`src/rtl/assert_macros.svh`:
```
// Assertion macros, included by int_to_decimal_ascii, the one RTL file that carries checks.
// Depends on nothing; every macro samples on aclk and is disabled while aresetn is low.
`ifndef ASSERT_MACROS_SVH
`define ASSERT_MACROS_SVH

// Checks a property on every rising clock edge outside reset.
`define ASSERT_CLK(label, prop, msg) \
    label: assert property (@(posedge aclk) disable iff (!aresetn) (prop)) \
        else $error(msg);

// Checks that a condition never holds at a rising clock edge outside reset.
`define ASSERT_NEVER(label, cond, msg) \
    label: assert property (@(posedge aclk) disable iff (!aresetn) !(cond)) \
        else $error(msg);

`endif

```
`src/rtl/itda_pkg.sv`:
```
// Package for the integer to decimal ASCII converter: widths, character codes and types.
// Depends on nothing; used by itda_dabble and int_to_decimal_ascii.
`default_nettype none

package itda_pkg;

    // Field widths and the size of the decimal register.
    localparam int VALUE_W    = 32;
    localparam int NUM_DIGITS = 10;
    localparam int BCD_W      = 4 * NUM_DIGITS;
    localparam int CNT_W      = $clog2(VALUE_W + 1);
    localparam int NDIG_W     = $clog2(NUM_DIGITS + 1);
    localparam int CHAR_W     = 8;

    // Character codes and the mode code.
    localparam logic [CHAR_W-1:0] CHAR_ZERO  = 8'd48;
    localparam logic [CHAR_W-1:0] CHAR_MINUS = 8'd45;
    localparam logic              OP_SIGNED  = 1'b0;

    // Controller states.
    typedef enum logic [2:0] {
        ST_IDLE,
        ST_CONVERT,
        ST_STRIP,
        ST_SIGN,
        ST_DIGITS
    } itda_state_t;

    // Commands from the controller to the conversion core.
    typedef struct packed {
        logic load;
        logic shift_digit;
    } itda_ctrl_t;

    // Status from the conversion core back to the controller.
    typedef struct packed {
        logic       busy;
        logic [3:0] top_digit;
    } itda_status_t;

endpackage

`default_nettype wire

```
`src/rtl/int_to_decimal_ascii.sv`:
```
// After a transaction is accepted, the value is converted, leading zeros are dropped (one digit
// is always kept), then one character a cycle (1 to 11 characters) is sent while taken.
// One value is handled at a time: a new one is accepted only once its last character is loaded;
// conversion runs in the bit-serial double-dabble loop in itda_dabble (one bit a cycle).
// Reset: aresetn is synchronous, active low, and returns the block to idle with no output.
`default_nettype none
`include "assert_macros.svh"

module int_to_decimal_ascii (
    input  wire logic                          aclk,
    input  wire logic                          aresetn,
    input  wire logic                          s_valid,
    output logic                               s_ready,
    input  wire logic                          s_op,
    input  wire logic [itda_pkg::VALUE_W-1:0]  s_value,
    output logic                               m_valid,
    input  wire logic                          m_ready,
    output logic [itda_pkg::CHAR_W-1:0]        m_character,
    output logic                               m_last
);
    import itda_pkg::*;

    itda_state_t        state_reg, state_next;
    itda_ctrl_t         ctrl;
    itda_status_t       status;
    logic [VALUE_W-1:0] mag;
    logic               neg_reg, neg_next;
    logic [NDIG_W-1:0]  ndig_reg, ndig_next;
    logic               m_valid_reg, m_valid_next;
    logic [CHAR_W-1:0]  m_character_reg, m_character_next;
    logic               m_last_reg, m_last_next;
    logic               in_neg;
    logic               out_free;
    logic               strip_more;
    logic               load_minus;
    logic               load_digit;

    // The sign is taken from the input; the magnitude is formed in 32 unsigned bits.
    assign in_neg     = (s_op == OP_SIGNED) && s_value[VALUE_W-1];
    assign mag        = in_neg ? (VALUE_W'(0) - s_value) : s_value;
    assign out_free   = !m_valid_reg || m_ready;
    assign strip_more = (status.top_digit == 4'd0) && (ndig_reg > NDIG_W'(1));

    // Next state.
    always_comb begin
        state_next = state_reg;
        unique case (state_reg)
            ST_IDLE: begin
                if (s_valid) state_next = ST_CONVERT;
            end
            ST_CONVERT: begin
                if (!status.busy) state_next = ST_STRIP;
            end
            ST_STRIP: begin
                if (!strip_more) state_next = neg_reg ? ST_SIGN : ST_DIGITS;
            end
            ST_SIGN: begin
                if (out_free) state_next = ST_DIGITS;
            end
            ST_DIGITS: begin
                if (out_free && (ndig_reg == NDIG_W'(1))) state_next = ST_IDLE;
            end
            default: state_next = ST_IDLE;
        endcase
    end

    // Controller outputs.
    always_comb begin
        s_ready          = 1'b0;
        ctrl.load        = 1'b0;
        ctrl.shift_digit = 1'b0;
        load_minus       = 1'b0;
        load_digit       = 1'b0;
        unique case (state_reg)
            ST_IDLE: begin
                s_ready   = 1'b1;
                ctrl.load = s_valid;
            end
            ST_CONVERT: begin
            end
            ST_STRIP: begin
                ctrl.shift_digit = strip_more;
            end
            ST_SIGN: begin
                load_minus = out_free;
            end
            ST_DIGITS: begin
                load_digit       = out_free;
                ctrl.shift_digit = out_free;
            end
            default: begin
            end
        endcase
    end

    // Digit count, sign and output register.
    always_comb begin
        neg_next         = neg_reg;
        ndig_next        = ndig_reg;
        m_character_next = m_character_reg;
        m_last_next      = m_last_reg;
        m_valid_next     = m_valid_reg && !m_ready;
        if (ctrl.load) begin
            neg_next  = in_neg;
            ndig_next = NDIG_W'(NUM_DIGITS);
        end else if (ctrl.shift_digit) begin
            ndig_next = ndig_reg - NDIG_W'(1);
        end
        priority if (load_minus) begin
            m_character_next = CHAR_MINUS;
            m_last_next      = 1'b0;
            m_valid_next     = 1'b1;
        end else if (load_digit) begin
            m_character_next = CHAR_ZERO + CHAR_W'(status.top_digit);
            m_last_next      = (ndig_reg == NDIG_W'(1));
            m_valid_next     = 1'b1;
        end else begin
            // No new character: the output register keeps its contents.
        end
    end

    always_ff @(posedge aclk) begin
        if (!aresetn) begin
            state_reg   <= ST_IDLE;
            ndig_reg    <= '0;
            m_valid_reg <= 1'b0;
        end else begin
            state_reg   <= state_next;
            ndig_reg    <= ndig_next;
            m_valid_reg <= m_valid_next;
        end
        neg_reg         <= neg_next;
        m_character_reg <= m_character_next;
        m_last_reg      <= m_last_next;
    end

    // Conversion core.
    itda_dabble u_dabble (
        .aclk    (aclk),
        .aresetn (aresetn),
        .ctrl    (ctrl),
        .mag     (mag),
        .status  (status)
    );

    assign m_valid     = m_valid_reg;
    assign m_character = m_character_reg;
    assign m_last      = m_last_reg;

    // The core only converts while the controller waits for it.
    `ASSERT_CLK(a_busy_in_convert, status.busy |-> (state_reg == ST_CONVERT), "core busy outside conversion")
    // A character that is not the last one can only wait while the text is still being sent.
    `ASSERT_CLK(a_mid_text, (m_valid_reg && !m_last_reg) |-> ((state_reg == ST_SIGN) || (state_reg == ST_DIGITS)), "text cut short")
    // Stripping and sending always keep at least one digit in hand.
    `ASSERT_NEVER(a_no_digits, ((state_reg == ST_STRIP) || (state_reg == ST_DIGITS)) && (ndig_reg == '0), "digit count ran out")

endmodule

`default_nettype wire

```
`src/rtl/itda_dabble.sv`:
```
// Bit-serial double-dabble core: shifts a 32-bit magnitude into ten BCD digits, one bit a cycle,
// then hands the digits out most significant first. Depends on itda_pkg.
`default_nettype none

module itda_dabble (
    input  wire logic                          aclk,
    input  wire logic                          aresetn,
    input  wire itda_pkg::itda_ctrl_t          ctrl,
    input  wire logic [itda_pkg::VALUE_W-1:0]  mag,
    output itda_pkg::itda_status_t             status
);
    import itda_pkg::*;

    logic [VALUE_W-1:0] bin_reg, bin_next;
    logic [BCD_W-1:0]   bcd_reg, bcd_next;
    logic [BCD_W-1:0]   bcd_adj;
    logic [CNT_W-1:0]   cnt_reg, cnt_next;
    logic               busy_reg, busy_next;

    // Add three to every digit of five or more before the next shift.
    always_comb begin
        for (int i = 0; i < NUM_DIGITS; i++) begin
            if (bcd_reg[4*i +: 4] >= 4'd5) begin
                bcd_adj[4*i +: 4] = bcd_reg[4*i +: 4] + 4'd3;
            end else begin
                bcd_adj[4*i +: 4] = bcd_reg[4*i +: 4];
            end
        end
    end

    // Next values: load a new magnitude, shift one bit in, or shift one digit out.
    always_comb begin
        bin_next  = bin_reg;
        bcd_next  = bcd_reg;
        cnt_next  = cnt_reg;
        busy_next = busy_reg;
        priority if (ctrl.load) begin
            bin_next  = mag;
            bcd_next  = '0;
            cnt_next  = CNT_W'(VALUE_W);
            busy_next = 1'b1;
        end else if (busy_reg) begin
            bin_next  = {bin_reg[VALUE_W-2:0], 1'b0};
            bcd_next  = {bcd_adj[BCD_W-2:0], bin_reg[VALUE_W-1]};
            cnt_next  = cnt_reg - CNT_W'(1);
            busy_next = (cnt_reg != CNT_W'(1));
        end else if (ctrl.shift_digit) begin
            bcd_next = {bcd_reg[BCD_W-5:0], 4'd0};
        end else begin
            // Nothing to do: every register keeps its value.
        end
    end

    // Control state is reset; the data registers are loaded before use.
    always_ff @(posedge aclk) begin
        if (!aresetn) begin
            cnt_reg  <= '0;
            busy_reg <= 1'b0;
        end else begin
            cnt_reg  <= cnt_next;
            busy_reg <= busy_next;
        end
        bin_reg <= bin_next;
        bcd_reg <= bcd_next;
    end

    assign status.busy      = busy_reg;
    assign status.top_digit = bcd_reg[BCD_W-1 -: 4];

endmodule

`default_nettype wire
```
`config.mk`:
```
export PLATFORM = sky130hd
export DESIGN_NAME = int_to_decimal_ascii
export DESIGN_NICKNAME = d
export VERILOG_FILES = /design/src/rtl/itda_pkg.sv /design/src/rtl/int_to_decimal_ascii.sv /design/src/rtl/itda_dabble.sv
export VERILOG_INCLUDE_DIRS = /design/src /design/src/rtl
export SDC_FILE = /design/constraint.sdc
export NUM_CORES = 1
export LEC_CHECK = 0
export ABC_CLOCK_PERIOD_IN_PS = 3190
export BUFFER_PORTS_ARGS = -buffer_cell sky130_fd_sc_hd__clkbuf_2
export CAP_MARGIN = 5
export CORE_MARGIN = 2
export CORE_UTILIZATION = 52
export CTS_BUF_LIST = sky130_fd_sc_hd__clkbuf_8 sky130_fd_sc_hd__clkbuf_16
export DETAILED_ROUTE_END_ITERATION = 8
export GPL_TIMING_DRIVEN = 0
export PLACE_DENSITY = 0.73
export SYNTH_ARGS = -nofsm -noshare
export SYNTH_HDL_FRONTEND = slang
export SYNTH_HIERARCHICAL = 1
export SYNTH_SLANG_ARGS = --single-unit
```
`constraint.sdc`:
```
create_clock -name aclk -period 3.19 [get_ports aclk]
set_input_delay 0 -clock aclk [delete_from_list [all_inputs] [get_ports aclk]]
set_output_delay 0 -clock aclk [all_outputs]
set_load 0.005 [all_outputs]
```
-- After elaboration in Yosys (flattened, before gate mapping)
Cells that the tools add are included.
- bits in registers: 97
- bits of input ports: 37
- memories kept: 0
- latch bits: 0
- bits in read-only memories: 0
- memory bits (writable): 0
- word-level logic and storage cells: 99
- bitwise logic cells: 2
- divide/modulo/power cells: 0
- $mul: 0
- multiplexer cells: 35
- add/sub/neg operators: 14
- equal/unequal tests: 11
- reductions and logical operators: 14
- shifts and indexed selects: 0
- order comparisons: 11
- operators with widths (operator ; count):
    2-to-1 mux 32 bit ; 3
    2-to-1 mux 40 bit ; 2
    2-to-1 mux 4 bit ; 11
    greater-or-equal comparator 4 x 3 -> 1 bit, second input constant ; 10
    adder 4 x 2 -> 4 bit, second input constant ; 9
    subtractor 1 x 32 -> 32 bit, first input constant ; 1
    2-to-1 mux 3 bit ; 7
    one-hot mux 3 bit (5 select lines) ; 1
    2-to-1 mux 6 bit ; 2
    inequality test 2 bit, second input constant ; 5
    2-to-1 mux 1 bit ; 8
    adder 6 x 4 -> 7 bit, first input constant ; 1
    equality test 3 x 2 -> 1 bit, second input constant ; 2
    inequality test 6 x 1 -> 1 bit, second input constant ; 1
    nonzero test 2 bit ; 3
    subtractor 6 x 1 -> 6 bit, second input constant ; 1
    AND reduction 5 bit ; 1
    equality test 4 x 1 -> 1 bit, second input constant ; 1
    > comparator 4 x 1 -> 1 bit, second input constant ; 1
    logical AND 1 bit ; 4
    zero test 4 bit ; 1
    subtractor 4 x 1 -> 4 bit, second input constant ; 1
    adder 3 x 2 -> 3 bit, second input constant ; 1
    equality test 3 x 1 -> 1 bit, second input constant ; 1
    other kinds (7) ; 9

-- Longest topological paths before layout
- depth after elaboration: 5
- gate-level depth with buffers: 10

-- Hierarchy
The synthesis kept the hierarchy.
- modules (own cells, without submodules) (module ; cells each ; seq. area each (um^2) ; area each (um^2) ; times used):
    itda_dabble ; 425 ; 1901.8 ; 4435.5 ; 1
    int_to_decimal_ascii ; 205 ; 310.3 ; 1485.2 ; 1

-- Worst setup path before layout
Ideal clock, no wire load.
- kind: reg2reg
- start point: reg state_reg[1]
- end point: reg u_dabble.bin_reg[0] (enable)
- arrival: 2.371 ns
- stages on the path, launching flop included: 9
- slack: 0.410 ns
- clock period less this slack: 2.780 ns
- path buffers: 3
- cell sequence: dfxtp_1 -> clkbuf_1 -> nor3_1 -> nand2_1 -> inv_1 -> buf_6 -> nor2_4 -> inv_1 -> buf_1
- RTL lines (what ; RTL line ; source):
    start, declared ; int_to_decimal_ascii.sv:23 ; itda_state_t state_reg, state_next;
    start signal, assigned ; int_to_decimal_ascii.sv:128 ; state_reg <= state_next;
    end signal, assigned ; itda_dabble.sv:63 ; bin_reg <= bin_next;
    end, declared ; itda_dabble.sv:14 ; logic [VALUE_W-1:0] bin_reg, bin_next;

==> key figures <==
Run status
  • Status: completed

Drt
  • Routed vias/inst: 5.90
  • Wire per inst: 16.7 µm
  • Drt total wl: 14000 µm
  • Total number of vias: 4922
  • DRC: 0
  • Starting DRC count in detailed routing: 368
  • DRT Pass-1 Iters: 5
  • Routed Antenna Nets: 0

Synthesis
  • Mapped cell area: 5920 µm²
  • Share of async-settable or async-resettable flops after synthesis: 0%
  • Synth Instances: 630
  • Ys flop type: dfxtp_1
  • Yosys top cell area share: 20.6%
  • Number of distinct library cells after synthesis: 55
  • Seq cells post-synth: 94
  • Seq/Total Area, Yosys: 37.4%
  • Synth top area cells: dfxtp_1 (21%), edfxtp_1 (17%), mux2_2 (7.2%)
  • Synth area leader: dfxtp_1
  • Ys Warns: 6
  • Post-synth EDFFs: 33
  • Synth Area per Inst: 9.40 µm²

Hold path
  • Hold Path Stages: 4
  • Hold_sp: m_ready
  • Hold EP: m_last
  • Hold WC Path Type: in2reg

Finish
  • Final core utilization: 60.5%
  • Ant diodes: 0
  • Area grow syn2layout: 12.2%
  • Nets: 751
  • Max reg flops: 40
  • Share of cells above drive strength 1: 19.5%

Floorplan
  • Core area: 11000 µm²
  • Starting Density: 53.9%
  • Die height: 111 µm
  • Die width: 111 µm
  • DIE AREA: 12300 µm²
  • Core Rows: 38
  • Boundary pin count: 48

Setup path
  • CP endpoint kind: flop
  • Worst Path Required: 3.39 ns
  • Critical R2R Launch: state_reg[1]
  • R2R Setup Slk: 0.45 ns
  • CP Launch Type: flop
  • WS Path Type: reg2reg
  • Reg2reg end: u_dabble/bcd_reg[37]
  • Crit path DAT: 2.93 ns
  • Crit Path Max Fanout: 41
  • R2R cell count: 9

Pwr
  • Max rail drop VDD: 0.000508 V
  • Tot Pwr: 5.71 mW
  • Power density over the cells: 859 nW/µm²
  • Leakage power: 2.47 nW

CTS
  • CTS buffer count: 9
  • CTS tree: yes
  • Clock Pin Slew Worst Setup and Hold Paths: 0.08 ns
  • Clk Latency, worst-skew pair: 0.35 ns
  • CTS root buf: clkbuf_16
  • Number of H-tree levels: 3
  • Max Root-Sink Buffers: 2
  • Post-CTS sizing: 0
  • CTS sink cnt: 94

Timing
  • Fmax: 365 MHz
  • Slew Viols, Final: 0
  • Final setup viols: 0
  • Period utilisation layout: 85.8%
  • Final Hold Fails: 0
  • Final clock skew: 0.0103 ns
  • RSZ-0062 raised after global routing: no
  • Worst Tran Pin Value: 0.923 ns
  • Tmin final: 2.74 ns
  • Setup TNS: 0 ns
  • Rel. slew slack: 38.5%

Global routing
  • First-pass GRT wire length: 23600 µm
  • Largest net degree at the start of global routing: 42
  • Gr ovfl total: 0
  • GRT Overall Usage: 23.2%
  • Initial antenna violation count: 0
  • Vias in the first global route: 4924

Placement
  • Post-DP HPWL: 9680 µm
  • # port buffers: 44
  • Gp weighted congestion: 0.863

Job
  • Max-cap violation count: 0
-- kinds of logic (layout without fill, tap and decap cells) --
kind of cell | count (synthesis) | after routing | synth area share [%]
xor+xnor | 37 | 37 | 5.47
buf+inv | 77 | 140 | 6.40
mux | 51 | 51 | 9.43
flops | 94 | 94 | 37.4
simple gates | 201 | 201 | 19.9
compound gates | 143 | 143 | 16.1
other cells | 2 | 3 | 0.127
fa+ha+maj | 25 | 25 | 5.28
-- final cells by class --
class,instances,area [µm²]
timing repair buffer,47,250
clock buffer,9,225
tap,140,175
sequential,94,2210
multi-input combinational,460,3330
fill,927,4340
buffer,42,249
inverter,35,131
clock inverter,7,68.8
-- critical path, cell delays in order (launching register included) --
cell	delay [ns]
dfxtp_1	0.31
clkbuf_1	0.21
nor3_1	0.30
nand2_1	0.13
inv_1	0.14
buf_6	0.18
nor2_4	0.07
inv_1	0.21
buf_2	0.77
o211ai_1	0.23
-- how the worst max path moves through the flow --
stage	depth (start not counted)	slack, ns	start	endpoint
after floorplan	8	0.41	state_reg[1]	u_dabble/bin_reg[0]
after global placement	9	-0.44	state_reg[1]	u_dabble/bcd_reg[30]
after detailed placement	8	0.46	state_reg[1]	u_dabble/bin_reg[5]
after CTS	8	0.44	state_reg[1]	u_dabble/bin_reg[20]
after global routing	9	0.21	state_reg[1]	u_dabble/bcd_reg[26]
final	9	0.45	state_reg[1]	u_dabble/bcd_reg[37]
-- cells in the mapped netlist, types with 14 or more instances --
master / instances
dfxtp_1: 61
nand4b_1: 19
o21ai_0: 15
xor2_1: 19
nor2_1: 55
a21oi_1: 43
nand2b_1: 14
mux2_2: 38
or4b_1: 14
ha_1: 25
nand2_1: 40
inv_1: 35
edfxtp_1: 33
xnor2_1: 18
a211oi_1: 29
buf_4: 15
-- metal layers --
metal / vias up / global-route usage [%] / share of wire [%]
met4: 0 / 5.83 / 1.0
li1: 2426 / - / -
met3: 11 / 5.19 / 3.4
met2: 100 / 40.3 / 50
met1: 2385 / 29.2 / 46
met5: - / 0 / 0
-- stage by stage --
stage                     instance area, µm²  std cells  hold WS (ns)  worst slack, ns
final                                   6650        834        0.0862            0.453
after global routing                    6650        834         0.104            0.215
after CTS                               6650        834        0.0833            0.445
after detailed placement                6320        815         0.307            0.464
after global placement                  6320        815         0.299           -0.436
after floorplan                         5920        631         0.117            0.410
-- power by group --
group          internal, mW  switching [mW]
clock                 0.557           0.530
combinational          1.06            1.27
sequential             1.82           0.466
total                  3.44            2.27
-- cells in the final DEF, fill, tap and decap left out, types with 15 or more instances in the layout --
master and count:
buf_4 15, a211oi_1 29, edfxtp_1 33, nand2_1 40, dfxtp_1 61, nor2_1 55
a21oi_1 43, xor2_1 19, ha_1 25, o21ai_0 15, xnor2_1 18, clkbuf_2 44
inv_1 35, nand4b_1 19, mux2_2 38
-- what timing repair did --
item,CTS,global route
endpoints found under the hold margin,4,0
hold buffers,3,0
buffers inserted,0,0
Note: power is estimated with default switching activity, not from simulation.
